==> config.mk <==
export PLATFORM = sky130hd
export DESIGN_NAME = csv_ndjson_record_chunker_core_flat
export DESIGN_NICKNAME = d
export VERILOG_FILES = /design/src/hw/rtl/cnrc_pkg.sv /design/src/hw/rtl/cnrc_channels_if.sv /design/src/hw/rtl/cnrc_front.sv /design/src/hw/rtl/cnrc_queue.sv /design/src/hw/rtl/cnrc_back.sv /design/src/hw/rtl/csv_ndjson_record_chunker_core.sv /design/src/flat_wrapper.sv
export VERILOG_INCLUDE_DIRS = /design/src /design/src/hw/rtl
export SDC_FILE = /design/constraint.sdc
export NUM_CORES = 1
export LEC_CHECK = 0
export ABC_AREA = 1
export BUFFER_PORTS_ARGS = -buffer_cell sky130_fd_sc_hd__buf_2
export CORE_MARGIN = 5
export CORE_UTILIZATION = 62
export CTS_CLUSTER_SIZE = 40
export DETAILED_ROUTE_END_ITERATION = 6
export PLACE_DENSITY = 0.81
export REMOVE_ABC_BUFFERS = 1
export SYNTH_ARGS = -nofsm -noshare
export SYNTH_HDL_FRONTEND = slang
export SYNTH_HIERARCHICAL = 1
export SYNTH_SLANG_ARGS = --single-unit
==> constraint.sdc <==
create_clock -name clock -period 4.9 [get_ports clock]
set_clock_uncertainty 0.15 [all_clocks]
set_input_delay 0.735 -clock clock [delete_from_list [all_inputs] [get_ports clock]]
set_output_delay 0.735 -clock clock [all_outputs]
set_load 0.005 [all_outputs]
==> src/hw/rtl/csv_ndjson_record_chunker_core_macros.svh <==
// Assertion macros shared by the record chunker RTL.
// Bodies are empty when SYNTHESIS is defined.
`ifndef CSV_NDJSON_RECORD_CHUNKER_CORE_MACROS_SVH
`define CSV_NDJSON_RECORD_CHUNKER_CORE_MACROS_SVH
`ifndef SYNTHESIS
// Same-cycle implication, checked at every rising edge outside reset.
`define CNRC_ASSERT_IMP(label, clk, rst, ante, cons, msg) \
   label: assert property (@(posedge clk) disable iff (rst) (ante) |-> (cons)) \
      else $error(msg);
// Next-cycle implication.
`define CNRC_ASSERT_NXT(label, clk, rst, ante, cons, msg) \
   label: assert property (@(posedge clk) disable iff (rst) (ante) |=> (cons)) \
      else $error(msg);
`else
`define CNRC_ASSERT_IMP(label, clk, rst, ante, cons, msg)
`define CNRC_ASSERT_NXT(label, clk, rst, ante, cons, msg)
`endif
`endif

==> src/hw/rtl/cnrc_pkg.sv <==
// Package for the CSV/NDJSON record chunker: types, codes and widths.
// No dependencies.
`timescale 1ns / 1ps

package cnrc_pkg;

   localparam int BYTE_CNT_W  = 40;
   localparam int REC_CNT_W   = 32;
   localparam int CHUNK_IDX_W = 32;
   localparam int CSR_IDX_W   = 2;
   localparam int CSR_DATA_W  = 40;

   localparam int QUEUE_DEPTH = 4;
   localparam int QUEUE_PTR_W = $clog2(QUEUE_DEPTH);
   localparam int QUEUE_CNT_W = $clog2(QUEUE_DEPTH + 1);

   localparam logic [CSR_IDX_W-1:0] CSR_CSV_MODE     = 2'd0;
   localparam logic [CSR_IDX_W-1:0] CSR_BYTE_LIMIT   = 2'd1;
   localparam logic [CSR_IDX_W-1:0] CSR_RECORD_LIMIT = 2'd2;

   localparam logic [7:0] CHAR_NUL     = 8'h00;
   localparam logic [7:0] CHAR_NEWLINE = 8'h0A;
   localparam logic [7:0] CHAR_CR      = 8'h0D;
   localparam logic [7:0] CHAR_QUOTE   = 8'h22;
   localparam logic [7:0] CHAR_COMMA   = 8'h2C;

   typedef enum logic [2:0] {
      CLS_OTHER,
      CLS_NUL,
      CLS_NEWLINE,
      CLS_COMMA,
      CLS_QUOTE,
      CLS_CR
   } cnrc_class_type;

   typedef enum logic [1:0] {
      QS_START,
      QS_UNQUOTED,
      QS_QUOTED,
      QS_AFTERQ
   } cnrc_quote_type;

   typedef enum logic [2:0] {
      ERR_NONE,
      ERR_NUL,
      ERR_TOO_LONG,
      ERR_BAD_AFTER_QUOTE,
      ERR_UNTERM_RECORD,
      ERR_UNTERM_QUOTE
   } cnrc_error_type;

   typedef struct packed {
      logic [7:0]     data_byte;
      logic           end_of_stream;
      cnrc_class_type cls;
   } cnrc_entry_type;

   function automatic cnrc_class_type classify(input logic [7:0] b);
      cnrc_class_type c;
      unique case (b)
         CHAR_NUL:     c = CLS_NUL;
         CHAR_NEWLINE: c = CLS_NEWLINE;
         CHAR_CR:      c = CLS_CR;
         CHAR_QUOTE:   c = CLS_QUOTE;
         CHAR_COMMA:   c = CLS_COMMA;
         default:      c = CLS_OTHER;
      endcase
      return c;
   endfunction

endpackage

==> src/hw/rtl/cnrc_channels_if.sv <==
// Channel interfaces of the record chunker: byte input, tagged result, register writes.
// Depends on cnrc_pkg.
`timescale 1ns / 1ps

interface cnrc_req_if;
   logic       valid;
   logic       ready;
   logic [7:0] data_byte;
   logic       end_of_stream;

   modport source (output valid, output data_byte, output end_of_stream, input ready);
   modport sink   (input valid, input data_byte, input end_of_stream, output ready);
endinterface

interface cnrc_rsp_if;
   logic                               valid;
   logic                               ready;
   logic [7:0]                         out_byte;
   logic                               byte_valid;
   logic [cnrc_pkg::CHUNK_IDX_W-1:0]   chunk_number;
   logic                               record_end;
   logic                               chunk_end;
   logic [2:0]                         error_code;
   logic                               stream_done;

   modport source (output valid, output out_byte, output byte_valid, output chunk_number,
                   output record_end, output chunk_end, output error_code,
                   output stream_done, input ready);
   modport sink   (input valid, input out_byte, input byte_valid, input chunk_number,
                   input record_end, input chunk_end, input error_code,
                   input stream_done, output ready);
endinterface

interface cnrc_csr_if;
   logic                              valid;
   logic                              ready;
   logic [cnrc_pkg::CSR_IDX_W-1:0]    index;
   logic [cnrc_pkg::CSR_DATA_W-1:0]   data;

   modport source (output valid, output index, output data, input ready);
   modport sink   (input valid, input index, input data, output ready);
endinterface

==> src/hw/rtl/cnrc_front.sv <==
// Front stage of the record chunker: accepts input bytes and tags their character class.
// Depends on cnrc_pkg and cnrc_req_if.
`timescale 1ns / 1ps

module cnrc_front (
   input  logic                     clock,
   input  logic                     reset,
   cnrc_req_if.sink                 req_ch,
   output logic                     q_valid,
   input  logic                     q_ready,
   output cnrc_pkg::cnrc_entry_type q_entry
);

   logic                     valid_ff;
   cnrc_pkg::cnrc_entry_type entry_ff;
   cnrc_pkg::cnrc_entry_type entry_in;

   // Stage is free when empty or when the queue takes its entry this cycle.
   assign req_ch.ready = !valid_ff || q_ready;
   assign q_valid      = valid_ff;
   assign q_entry      = entry_ff;

   always_comb begin
      entry_in.data_byte     = req_ch.data_byte;
      entry_in.end_of_stream = req_ch.end_of_stream;
      entry_in.cls           = cnrc_pkg::classify(req_ch.data_byte);
   end

   always_ff @(posedge clock) begin
      if (reset) begin
         valid_ff <= 1'b0;
      end else if (req_ch.ready) begin
         valid_ff <= req_ch.valid;
      end
   end

   always_ff @(posedge clock) begin
      if (req_ch.valid && req_ch.ready) begin
         entry_ff <= entry_in;
      end
   end

endmodule

==> src/hw/rtl/cnrc_queue.sv <==
// Small queue between the front and back stages of the record chunker.
// Depends on cnrc_pkg and the assertion macro header.
`timescale 1ns / 1ps
`include "csv_ndjson_record_chunker_core_macros.svh"

module cnrc_queue (
   input  logic                     clock,
   input  logic                     reset,
   input  logic                     push_valid,
   output logic                     push_ready,
   input  cnrc_pkg::cnrc_entry_type push_entry,
   output logic                     pop_valid,
   input  logic                     pop_ready,
   output cnrc_pkg::cnrc_entry_type pop_entry
);

   cnrc_pkg::cnrc_entry_type              mem_ff [cnrc_pkg::QUEUE_DEPTH];
   logic [cnrc_pkg::QUEUE_PTR_W-1:0]      wr_ptr_ff;
   logic [cnrc_pkg::QUEUE_PTR_W-1:0]      rd_ptr_ff;
   logic [cnrc_pkg::QUEUE_CNT_W-1:0]      count_ff;
   logic                                  push;
   logic                                  pop;

   assign push_ready = (count_ff != cnrc_pkg::QUEUE_CNT_W'(cnrc_pkg::QUEUE_DEPTH));
   assign pop_valid  = (count_ff != '0);
   assign pop_entry  = mem_ff[rd_ptr_ff];
   assign push       = push_valid && push_ready;
   assign pop        = pop_valid && pop_ready;

   always_ff @(posedge clock) begin
      if (reset) begin
         wr_ptr_ff <= '0;
         rd_ptr_ff <= '0;
         count_ff  <= '0;
      end else begin
         if (push) begin
            wr_ptr_ff <= wr_ptr_ff + 1'b1;
         end
         if (pop) begin
            rd_ptr_ff <= rd_ptr_ff + 1'b1;
         end
         if (push && !pop) begin
            count_ff <= count_ff + 1'b1;
         end else if (pop && !push) begin
            count_ff <= count_ff - 1'b1;
         end
      end
   end

   always_ff @(posedge clock) begin
      if (push) begin
         mem_ff[wr_ptr_ff] <= push_entry;
      end
   end

   `CNRC_ASSERT_IMP(a_queue_count_bound, clock, reset, 1'b1, count_ff <= cnrc_pkg::QUEUE_CNT_W'(cnrc_pkg::QUEUE_DEPTH), "queue count above depth")
   `CNRC_ASSERT_IMP(a_queue_ptr_match, clock, reset, 1'b1, count_ff[cnrc_pkg::QUEUE_PTR_W-1:0] == cnrc_pkg::QUEUE_PTR_W'(wr_ptr_ff - rd_ptr_ff), "queue pointers disagree with count")

endmodule

==> src/hw/rtl/cnrc_back.sv <==
// Back stage of the record chunker: quote tracking, counters, split decision, result register.
// Depends on cnrc_pkg, cnrc_csr_if, cnrc_rsp_if and the assertion macro header.
`timescale 1ns / 1ps
`include "csv_ndjson_record_chunker_core_macros.svh"

module cnrc_back #(
   parameter int MAX_RECORD_BYTES = 16777216
) (
   input  logic                     clock,
   input  logic                     reset,
   input  logic                     in_valid,
   output logic                     in_ready,
   input  cnrc_pkg::cnrc_entry_type in_entry,
   cnrc_csr_if.sink                 csr_ch,
   cnrc_rsp_if.source               rsp_ch
);

   localparam int REC_LEN_W = $clog2(MAX_RECORD_BYTES + 1);
   localparam int BCW = cnrc_pkg::BYTE_CNT_W;
   localparam int RCW = cnrc_pkg::REC_CNT_W;
   localparam int CIW = cnrc_pkg::CHUNK_IDX_W;

   // configuration
   logic                          csv_mode_ff;
   logic [BCW-1:0]                byte_limit_ff;
   logic [RCW-1:0]                record_limit_ff;

   // stream state
   cnrc_pkg::cnrc_quote_type      quote_ff, quote_in;
   logic [REC_LEN_W-1:0]          rec_len_ff, rec_len_in;
   logic [BCW-1:0]                byte_cnt_ff, byte_cnt_in, byte_cnt_inc;
   logic [RCW-1:0]                rec_cnt_ff, rec_cnt_in, rec_cnt_inc;
   logic [CIW-1:0]                chunk_idx_ff, chunk_idx_in, chunk_idx_inc;
   logic                          open_ff, open_in;
   logic                          seen_ff, seen_in;
   cnrc_pkg::cnrc_error_type      sticky_ff, sticky_in;

   logic                          out_valid_ff;
   logic                          take;
   cnrc_pkg::cnrc_error_type      err;
   logic                          byte_ok, rec_end, ch_end, boundary, split;

   assign csr_ch.ready = 1'b1;
   assign in_ready     = !out_valid_ff || rsp_ch.ready;
   assign take         = in_valid && in_ready;
   assign rsp_ch.valid = out_valid_ff;

   always_ff @(posedge clock) begin
      if (reset) begin
         csv_mode_ff     <= 1'b0;
         byte_limit_ff   <= '0;
         record_limit_ff <= '0;
      end else if (csr_ch.valid) begin
         unique case (csr_ch.index)
            cnrc_pkg::CSR_CSV_MODE:     csv_mode_ff     <= csr_ch.data[0];
            cnrc_pkg::CSR_BYTE_LIMIT:   byte_limit_ff   <= csr_ch.data[BCW-1:0];
            cnrc_pkg::CSR_RECORD_LIMIT: record_limit_ff <= csr_ch.data[RCW-1:0];
            default: ;
         endcase
      end
   end

   // Saturating increments.
   assign byte_cnt_inc  = (byte_cnt_ff == '1) ? byte_cnt_ff : byte_cnt_ff + 1'b1;
   assign rec_cnt_inc   = (rec_cnt_ff == '1) ? rec_cnt_ff : rec_cnt_ff + 1'b1;
   assign chunk_idx_inc = (chunk_idx_ff == '1) ? chunk_idx_ff : chunk_idx_ff + 1'b1;

   always_comb begin
      quote_in     = quote_ff;
      rec_len_in   = rec_len_ff;
      byte_cnt_in  = byte_cnt_ff;
      rec_cnt_in   = rec_cnt_ff;
      chunk_idx_in = chunk_idx_ff;
      open_in      = open_ff;
      seen_in      = seen_ff;
      err          = cnrc_pkg::ERR_NONE;
      byte_ok      = 1'b0;
      rec_end      = 1'b0;
      ch_end       = 1'b0;
      boundary     = 1'b0;
      split        = 1'b0;

      if (sticky_ff != cnrc_pkg::ERR_NONE) begin
         err = sticky_ff;
      end else if (in_entry.end_of_stream) begin
         if (seen_ff) begin
            if (!csv_mode_ff && rec_len_ff != '0) begin
               err = cnrc_pkg::ERR_UNTERM_RECORD;
            end else if (csv_mode_ff && quote_ff == cnrc_pkg::QS_QUOTED) begin
               err = cnrc_pkg::ERR_UNTERM_QUOTE;
            end else begin
               if (open_ff) begin
                  ch_end       = 1'b1;
                  chunk_idx_in = chunk_idx_inc;
               end
               byte_cnt_in = '0;
               rec_cnt_in  = '0;
               open_in     = 1'b0;
               quote_in    = cnrc_pkg::QS_START;
               rec_len_in  = '0;
               seen_in     = 1'b0;
            end
         end
      end else if (in_entry.cls == cnrc_pkg::CLS_NUL) begin
         err = cnrc_pkg::ERR_NUL;
      end else if (rec_len_ff >= REC_LEN_W'(MAX_RECORD_BYTES)) begin
         err = cnrc_pkg::ERR_TOO_LONG;
      end else begin
         if (!csv_mode_ff) begin
            boundary = (in_entry.cls == cnrc_pkg::CLS_NEWLINE);
         end else begin
            unique case (quote_ff)
               cnrc_pkg::QS_START: begin
                  unique case (in_entry.cls) inside
                     cnrc_pkg::CLS_QUOTE:                  quote_in = cnrc_pkg::QS_QUOTED;
                     cnrc_pkg::CLS_NEWLINE:                boundary = 1'b1;
                     cnrc_pkg::CLS_COMMA, cnrc_pkg::CLS_CR: quote_in = cnrc_pkg::QS_START;
                     default:                              quote_in = cnrc_pkg::QS_UNQUOTED;
                  endcase
               end
               cnrc_pkg::QS_UNQUOTED: begin
                  unique case (in_entry.cls)
                     cnrc_pkg::CLS_COMMA: quote_in = cnrc_pkg::QS_START;
                     cnrc_pkg::CLS_NEWLINE: begin
                        boundary = 1'b1;
                        quote_in = cnrc_pkg::QS_START;
                     end
                     default: ;
                  endcase
               end
               cnrc_pkg::QS_QUOTED: begin
                  if (in_entry.cls == cnrc_pkg::CLS_QUOTE) begin
                     quote_in = cnrc_pkg::QS_AFTERQ;
                  end
               end
               default: begin
                  // after a closing quote only a quote, separator, carriage return or line end may follow
                  unique case (in_entry.cls)
                     cnrc_pkg::CLS_QUOTE: quote_in = cnrc_pkg::QS_QUOTED;
                     cnrc_pkg::CLS_COMMA: quote_in = cnrc_pkg::QS_START;
                     cnrc_pkg::CLS_NEWLINE: begin
                        boundary = 1'b1;
                        quote_in = cnrc_pkg::QS_START;
                     end
                     cnrc_pkg::CLS_CR: ;
                     default: err = cnrc_pkg::ERR_BAD_AFTER_QUOTE;
                  endcase
               end
            endcase
         end

         if (err == cnrc_pkg::ERR_NONE) begin
            byte_ok     = 1'b1;
            seen_in     = 1'b1;
            open_in     = 1'b1;
            rec_len_in  = rec_len_ff + 1'b1;
            byte_cnt_in = byte_cnt_inc;
            if (boundary) begin
               rec_end    = 1'b1;
               rec_len_in = '0;
               rec_cnt_in = rec_cnt_inc;
               if (byte_limit_ff != '0 && byte_cnt_inc >= byte_limit_ff) begin
                  split = 1'b1;
               end
               if (record_limit_ff != '0) begin
                  // CSV header stays with the first record of the first chunk
                  if (csv_mode_ff && record_limit_ff == RCW'(1) && chunk_idx_ff == CIW'(1)) begin
                     if (rec_cnt_inc > RCW'(1)) begin
                        split = 1'b1;
                     end
                  end else if (rec_cnt_inc >= record_limit_ff) begin
                     split = 1'b1;
                  end
               end
               if (split) begin
                  ch_end       = 1'b1;
                  chunk_idx_in = chunk_idx_inc;
                  byte_cnt_in  = '0;
                  rec_cnt_in   = '0;
                  open_in      = 1'b0;
               end
            end
         end else begin
            quote_in = quote_ff;
         end
      end

      sticky_in = (err != cnrc_pkg::ERR_NONE) ? err : sticky_ff;
   end

   always_ff @(posedge clock) begin
      if (reset) begin
         quote_ff <= cnrc_pkg::QS_START;
      end else if (take) begin
         quote_ff <= quote_in;
      end
   end

   always_ff @(posedge clock) begin
      if (reset) begin
         rec_len_ff   <= '0;
         byte_cnt_ff  <= '0;
         rec_cnt_ff   <= '0;
         chunk_idx_ff <= CIW'(1);
         open_ff      <= 1'b0;
         seen_ff      <= 1'b0;
         sticky_ff    <= cnrc_pkg::ERR_NONE;
      end else if (take) begin
         rec_len_ff   <= rec_len_in;
         byte_cnt_ff  <= byte_cnt_in;
         rec_cnt_ff   <= rec_cnt_in;
         chunk_idx_ff <= chunk_idx_in;
         open_ff      <= open_in;
         seen_ff      <= seen_in;
         sticky_ff    <= sticky_in;
      end
   end

   always_ff @(posedge clock) begin
      if (reset) begin
         out_valid_ff <= 1'b0;
      end else if (take) begin
         out_valid_ff <= 1'b1;
      end else if (rsp_ch.ready) begin
         out_valid_ff <= 1'b0;
      end
   end

   always_ff @(posedge clock) begin
      if (take) begin
         rsp_ch.out_byte     <= in_entry.end_of_stream ? 8'h00 : in_entry.data_byte;
         rsp_ch.byte_valid   <= byte_ok;
         rsp_ch.chunk_number <= chunk_idx_ff;
         rsp_ch.record_end   <= rec_end;
         rsp_ch.chunk_end    <= ch_end;
         rsp_ch.error_code   <= err;
         rsp_ch.stream_done  <= in_entry.end_of_stream;
      end
   end

   `CNRC_ASSERT_IMP(a_closed_chunk_empty, clock, reset, !open_ff, (byte_cnt_ff == '0) && (rec_cnt_ff == '0), "counts nonzero with no open chunk")
   `CNRC_ASSERT_IMP(a_record_length_bound, clock, reset, 1'b1, rec_len_ff <= REC_LEN_W'(MAX_RECORD_BYTES), "record length past limit")
   `CNRC_ASSERT_IMP(a_valid_byte_no_error, clock, reset, out_valid_ff && rsp_ch.byte_valid, rsp_ch.error_code == 3'(cnrc_pkg::ERR_NONE), "byte passed with error code")
   `CNRC_ASSERT_IMP(a_record_end_on_byte, clock, reset, out_valid_ff && rsp_ch.record_end, rsp_ch.byte_valid && !rsp_ch.stream_done, "record end without a passed byte")

endmodule

==> src/hw/rtl/csv_ndjson_record_chunker_core.sv <==
// Top level of the CSV/NDJSON record chunker.
// Depends on cnrc_pkg, the channel interfaces, cnrc_front, cnrc_queue and cnrc_back.
// Path: a byte passes the front reg, the queue and the result reg before its result is valid.
// Throughput: one byte per cycle unless stalled; result reg and 4-entry queue decouple stalls.
// Reset (synchronous, active high): registers read 0, chunk index 1, no error, queue empty.
// No memory clearing pass; the block takes bytes in the first cycle after reset.
`timescale 1ns / 1ps

module csv_ndjson_record_chunker_core #(
   parameter int MAX_RECORD_BYTES = 16777216
) (
   input  logic        clock,
   input  logic        reset,
   cnrc_req_if.sink    req_ch,
   cnrc_rsp_if.source  rsp_ch,
   cnrc_csr_if.sink    csr_ch
);

   // front stage to queue
   logic                     fq_valid;
   logic                     fq_ready;
   cnrc_pkg::cnrc_entry_type fq_entry;

   // queue to back stage
   logic                     qb_valid;
   logic                     qb_ready;
   cnrc_pkg::cnrc_entry_type qb_entry;

   // Register the byte and tag its character class.
   cnrc_front u_front (
      .clock   (clock),
      .reset   (reset),
      .req_ch  (req_ch),
      .q_valid (fq_valid),
      .q_ready (fq_ready),
      .q_entry (fq_entry)
   );

   // Hold classified bytes while the result side stalls.
   cnrc_queue u_queue (
      .clock      (clock),
      .reset      (reset),
      .push_valid (fq_valid),
      .push_ready (fq_ready),
      .push_entry (fq_entry),
      .pop_valid  (qb_valid),
      .pop_ready  (qb_ready),
      .pop_entry  (qb_entry)
   );

   // Advance the quote machine and counters, decide splits, drive the result transfer.
   cnrc_back #(
      .MAX_RECORD_BYTES (MAX_RECORD_BYTES)
   ) u_back (
      .clock    (clock),
      .reset    (reset),
      .in_valid (qb_valid),
      .in_ready (qb_ready),
      .in_entry (qb_entry),
      .csr_ch   (csr_ch),
      .rsp_ch   (rsp_ch)
   );

endmodule
==> src/flat_wrapper.sv <==
// flat-port wrapper written by rule: the top's interface ports become plain ports
module csv_ndjson_record_chunker_core_flat 
#(
   parameter int MAX_RECORD_BYTES = 16777216
)
  (clock, reset, req_ch_valid, req_ch_data_byte, req_ch_end_of_stream, req_ch_ready, rsp_ch_valid, rsp_ch_out_byte, rsp_ch_byte_valid, rsp_ch_chunk_number, rsp_ch_record_end, rsp_ch_chunk_end, rsp_ch_error_code, rsp_ch_stream_done, rsp_ch_ready, csr_ch_valid, csr_ch_index, csr_ch_data, csr_ch_ready);
  cnrc_req_if req_ch_i ();
  cnrc_rsp_if rsp_ch_i ();
  cnrc_csr_if csr_ch_i ();
  input  logic clock;
  input  logic reset;
  input wire logic [$bits(req_ch_i.valid)-1:0] req_ch_valid;
  input wire logic [$bits(req_ch_i.data_byte)-1:0] req_ch_data_byte;
  input wire logic [$bits(req_ch_i.end_of_stream)-1:0] req_ch_end_of_stream;
  output wire logic [$bits(req_ch_i.ready)-1:0] req_ch_ready;
  output wire logic [$bits(rsp_ch_i.valid)-1:0] rsp_ch_valid;
  output wire logic [$bits(rsp_ch_i.out_byte)-1:0] rsp_ch_out_byte;
  output wire logic [$bits(rsp_ch_i.byte_valid)-1:0] rsp_ch_byte_valid;
  output wire logic [$bits(rsp_ch_i.chunk_number)-1:0] rsp_ch_chunk_number;
  output wire logic [$bits(rsp_ch_i.record_end)-1:0] rsp_ch_record_end;
  output wire logic [$bits(rsp_ch_i.chunk_end)-1:0] rsp_ch_chunk_end;
  output wire logic [$bits(rsp_ch_i.error_code)-1:0] rsp_ch_error_code;
  output wire logic [$bits(rsp_ch_i.stream_done)-1:0] rsp_ch_stream_done;
  input wire logic [$bits(rsp_ch_i.ready)-1:0] rsp_ch_ready;
  input wire logic [$bits(csr_ch_i.valid)-1:0] csr_ch_valid;
  input wire logic [$bits(csr_ch_i.index)-1:0] csr_ch_index;
  input wire logic [$bits(csr_ch_i.data)-1:0] csr_ch_data;
  output wire logic [$bits(csr_ch_i.ready)-1:0] csr_ch_ready;
  assign req_ch_i.valid = req_ch_valid;
  assign req_ch_i.data_byte = req_ch_data_byte;
  assign req_ch_i.end_of_stream = req_ch_end_of_stream;
  assign req_ch_ready = req_ch_i.ready;
  assign rsp_ch_valid = rsp_ch_i.valid;
  assign rsp_ch_out_byte = rsp_ch_i.out_byte;
  assign rsp_ch_byte_valid = rsp_ch_i.byte_valid;
  assign rsp_ch_chunk_number = rsp_ch_i.chunk_number;
  assign rsp_ch_record_end = rsp_ch_i.record_end;
  assign rsp_ch_chunk_end = rsp_ch_i.chunk_end;
  assign rsp_ch_error_code = rsp_ch_i.error_code;
  assign rsp_ch_stream_done = rsp_ch_i.stream_done;
  assign rsp_ch_i.ready = rsp_ch_ready;
  assign csr_ch_i.valid = csr_ch_valid;
  assign csr_ch_i.index = csr_ch_index;
  assign csr_ch_i.data = csr_ch_data;
  assign csr_ch_ready = csr_ch_i.ready;
  csv_ndjson_record_chunker_core #(.MAX_RECORD_BYTES(MAX_RECORD_BYTES)) u_core (.clock(clock), .reset(reset), .req_ch(req_ch_i), .rsp_ch(rsp_ch_i), .csr_ch(csr_ch_i));
endmodule
==> summary.log <==
qor: cts.buffer_cell_driving_the_clock_tree_root sky130_fd_sc_hd__clkbuf_16
qor: power_and_ir_drop.power.net_switching 2870 µW
qor: synth.synth_mux_area_frac 0.000571
qor: cells_and_area.final_common_cell sky130_fd_sc_hd__nand2_1
qor: synth.synth_cell_type_count 50
qor: synth.synth-main-ff-cell sky130_fd_sc_hd__dfxtp_1
qor: setup_path.critical_path_class reg2reg
qor: sta.fmax 225 MHz
qor: cts.tritoncts_clock_tree done
qor: power_and_ir_drop.combPwrFrac 0.272
qor: grt.grt_pass1_vias 15100
qor: sta.timing.final.hold_violations 0
qor: grt.grt_remaining_overflow 0
qor: synth.synth_simple_gate_area_frac 0.280
qor: sta.post-route-min-period 4.44 ns
qor: cts.cts_hold_repair.buffers 0
qor: cts.cts_max_level 2
qor: detailed_routing.route.detailed.wl_per_inst 15.8 µm
qor: detailed_routing.route.vias.total 16000
qor: grt.grt_use_total 0.279
qor: place.detailed_place.area 18300 µm²
qor: floorplan.fp.dieW 178 µm
qor: cts.post-cts-setup-buffer-count 0
qor: detailed_routing.remaining_drc_errors 0
qor: grt.antenna_violations_before_repair 1
qor: power_and_ir_drop.worst_ir_drop_vdd 0.379 mV
qor: power_and_ir_drop.power.leakage 0.00814 µW
qor: place.place.detailed.hpwl 32300 µm
qor: cells_and_area.layout.nets 2565
qor: cells_and_area.antenna-diode-count 0
qor: place.placer_congestion 0.968
qor: synth.yosysTopAreaCell sky130_fd_sc_hd__dfxtp_1
qor: cts.clk_path_buf_depth 3
qor: floorplan.core.rowCount 61
qor: place.dpl_worst_slack 0.0560 ns
qor: synth.synth_area_in_xor_xnor 0.0280
qor: sta.slew_violations 0
qor: floorplan.start_util 0.629
qor: grt.wire_length_of_the_first_global_routing_pass 73000 µm
qor: detailed_routing.avgViaCountPerCell 5.66
qor: cts.clkLatencyLatePin 0.51 ns
qor: power_and_ir_drop.cell_internal_pwr 5420 µW
qor: setup_path.worstSetupStartpointType flip-flop
qor: min_path.hold_path.class in2reg
qor: cells_and_area.final_layout_size_suffix_gt1_frac 0.0983
qor: synth.largest_family_of_logic_cells_by_synthesized_area simple AND/OR/NAND/NOR gates
qor: synth.synth_enable_flop_cells 107
qor: cts.cts-buffers-inserted 36
qor: synth.netlist.area_leader.share 0.251
qor: synth.flop_and_latch_count_out_of_synthesis 327
qor: sta.fin_tns_setup 0 ns
qor: setup_path.critical_path.slowest_cell sky130_fd_sc_hd__dfxtp_1
qor: detailed_routing.drtPass1Iterations 7
qor: cts.cts.sink_count 327
qor: detailed_routing.ant_nets 0
qor: detailed_routing.finalWirelength 44800 µm
qor: power_and_ir_drop.p_clk_frac 0.321
qor: synth.fraction_of_the_mapped_netlist_area_in_adder_cells 0.0611
qor: setup_path.worst-endpoint-required 5.11 ns
qor: cells_and_area.layout_common_cells sky130_fd_sc_hd__nand2_1 (507), sky130_fd_sc_hd__inv_1 (292), sky130_fd_sc_hd__nor2_1 (276), sky130_fd_sc_hd__dfxtp_1 (219), sky130_fd_sc_hd__a21oi_1 (172)
qor: synth.ranking_of_synthesized_cells_by_area sky130_fd_sc_hd__dfxtp_1 (25%), sky130_fd_sc_hd__edfxtp_1 (18%), sky130_fd_sc_hd__nand2_1 (11%)
qor: cells_and_area.postLayoutCellArea 19600 µm²
qor: synth.ys_seq_area_frac 0.435
qor: setup_path.worst_path_most_repeated_cell sky130_fd_sc_hd__nand2_1
qor: setup_path.r2r_slack 0.46 ns
qor: synth.post_synth_inst_count 2340
qor: floorplan.floorplan.die.height 178 µm
qor: synth.synth_async_sr_flop_share 0
qor: setup_path.worst-endpoint-arrival 4.65 ns
qor: sta.post-route-worst-setup-slack 0.459 ns
qor: cells_and_area.syn2layout_area_growth 11.6%
qor: run_status.outcome complete, no violations
qor: setup_path.worst_path_largest_cell_delay 0.39 ns
qor: place.io_buffers 104
qor: floorplan.dieArea 31700 µm²
qor: grt.largest_net_degree_at_the_start_of_global_routing 81
qor: power_and_ir_drop.sw_frac_of_total 0.346
qor: sta.setup_viol 0
qor: flow_run.max_cap_violations 0
qor: synth.netlist_area_before_placement 17500 µm²
qor: floorplan.num_ports 106
qor: power_and_ir_drop.pwr-share-seq 0.407
qor: power_and_ir_drop.power_per_cell_area 424 nW/µm²
qor: detailed_routing.drt_iter0_drc 1451
qor: synth.synthesis_warnings 6
qor: sta.finalCritPeriodShare 0.906
qor: floorplan.floorplan.core_area 27900 µm²
qor: sta.worst_pin_slew 1.22 ns
qor: sta.max_slew_margin_vs_limit 0.187
qor: synth.post_synth.cell_area_avg 7.49 µm²
qor: setup_path.critical_path.endpoint_type flip-flop
qor: setup_path.path_max_fanout 28
qor: synth.area_fraction_in_compound_gates_after_synthesis 0.108
qor: cts.clk_transition_reported_paths 0.06 ns
-- metrics by stage --
stage	utilization	power (µW)	instances	hold WS, ns
after CTS	0.700	8300	2829	0.250
after global routing	0.702	8700	2829	0.253
final	0.702	8280	2829	0.266
after detailed placement	0.658	5620	2764	0.306
after global placement	0.658	5550	2764	0.305
after floorplan	-	4730	2262	0.280
-- area by class of cell --
cell class	instances	area, µm²
Clock buffer	41	950
Clock inverter	24	224
Fill cell	2318	8310
Inverter	308	1160
Multi-Input combinational cell	1627	8430
Sequential cell	327	7620
Tap cell	378	473
Timing Repair Buffer	124	699
-- registers in the layout, summed over array words and instances, names as in the netlist, 2 cells and up, named ones only --
register and count:
u_core/u_back/rec_cnt_ff 32, u_core/u_back/quote_ff 2, u_core/u_back/sticky_ff 3, u_core/u_back/chunk_idx_ff 32, u_core/u_queue/count_ff 3, u_core/u_queue/wr_ptr_ff 2
u_core/u_queue/mem_ff 48, u_core/u_back/rsp_ch.out_byte 8, u_core/u_back/record_limit_ff 32, u_core/u_back/rsp_ch.error_code 3, u_core/u_back/rec_len_ff 25, u_core/u_back/rsp_ch.chunk_number 32
u_core/u_front/q_entry 12, u_core/u_back/byte_limit_ff 40, u_core/u_back/byte_cnt_ff 40, u_core/u_queue/rd_ptr_ff 2
-- kinds of logic after synthesis --
family,Yosys count
fa+ha+maj,85
other cells,1
compound gates,361
mux,1
flops,327
buf+inv,386
xor+xnor,56
simple gates,1123
-- worst paths after layout --
path | depth (start not counted) | end | from
setup / recovery | 29 | u_core/u_back/chunk_idx_ff[0]$_SDFFE_PP1P_ | u_core/u_back/byte_cnt_ff[1]$_SDFFE_PP0P_
hold / removal | 1 | u_core/u_front/q_entry[3]$_DFFE_PP_ | req_ch_end_of_stream
setup reg to reg | 29 | u_core/u_back/chunk_idx_ff[0]$_SDFFE_PP1P_ | u_core/u_back/byte_cnt_ff[1]$_SDFFE_PP0P_
hold reg to reg | 2 | u_core/u_back/byte_cnt_ff[13]$_SDFFE_PP0P_ | u_core/u_back/byte_cnt_ff[13]$_SDFFE_PP0P_
-- power by group through the flow --
stage | Sequential (µW) | Clock [µW] | Combinational [µW]
CTS | 3370 | 2700 | 2230
global placement | 3410 | 0 | 2140
finish | 3370 | 2660 | 2260
global route | 3400 | 2830 | 2470
detailed placement | 3420 | 0 | 2200
floorplan | 3430 | 0 | 1300
-- metal layers --
| metal | track usage | part of all wire |
|---|---|---|
| met1 | 0.368 | 0.43 |
| met2 | 0.474 | 0.47 |
| met4 | 0.101 | 0.036 |
| met3 | 0.0352 | 0.063 |
| met5 | 0.00321 | 0 |
-- repair_timing --
action	CTS	global route
setup endpoints to repair	0	106
hold endpoints to repair	0	0
gates resized for setup	0	15
-- critical path: cells and delay by family, from the launching register on --
kind / cells / cell delay (ns)
buffers and inverters: 3 / 0.40
and+or+nand+nor: 22 / 2.62
DFF: 1 / 0.39
xor gates and xnor gates: 1 / 0.10
adders and majority gates: 2 / 0.52
AOI/OAI and AO/OA: 1 / 0.11
-- synthesized netlist by cell type, types with 43 or more instances --
cell / instances
sky130_fd_sc_hd__nand2_1: 510
sky130_fd_sc_hd__inv_1: 294
sky130_fd_sc_hd__nor2_1: 280
sky130_fd_sc_hd__dfxtp_1: 220
sky130_fd_sc_hd__a21oi_1: 173
sky130_fd_sc_hd__o21ai_0: 126
sky130_fd_sc_hd__nand3_1: 118
sky130_fd_sc_hd__edfxtp_1: 107
sky130_fd_sc_hd__nand4_1: 90
sky130_fd_sc_hd__ha_1: 84
sky130_fd_sc_hd__nor3_1: 57
sky130_fd_sc_hd__clkbuf_1: 47
sky130_fd_sc_hd__xor2_1: 43
No activity file was read; power rests on OpenSTA's default activity.
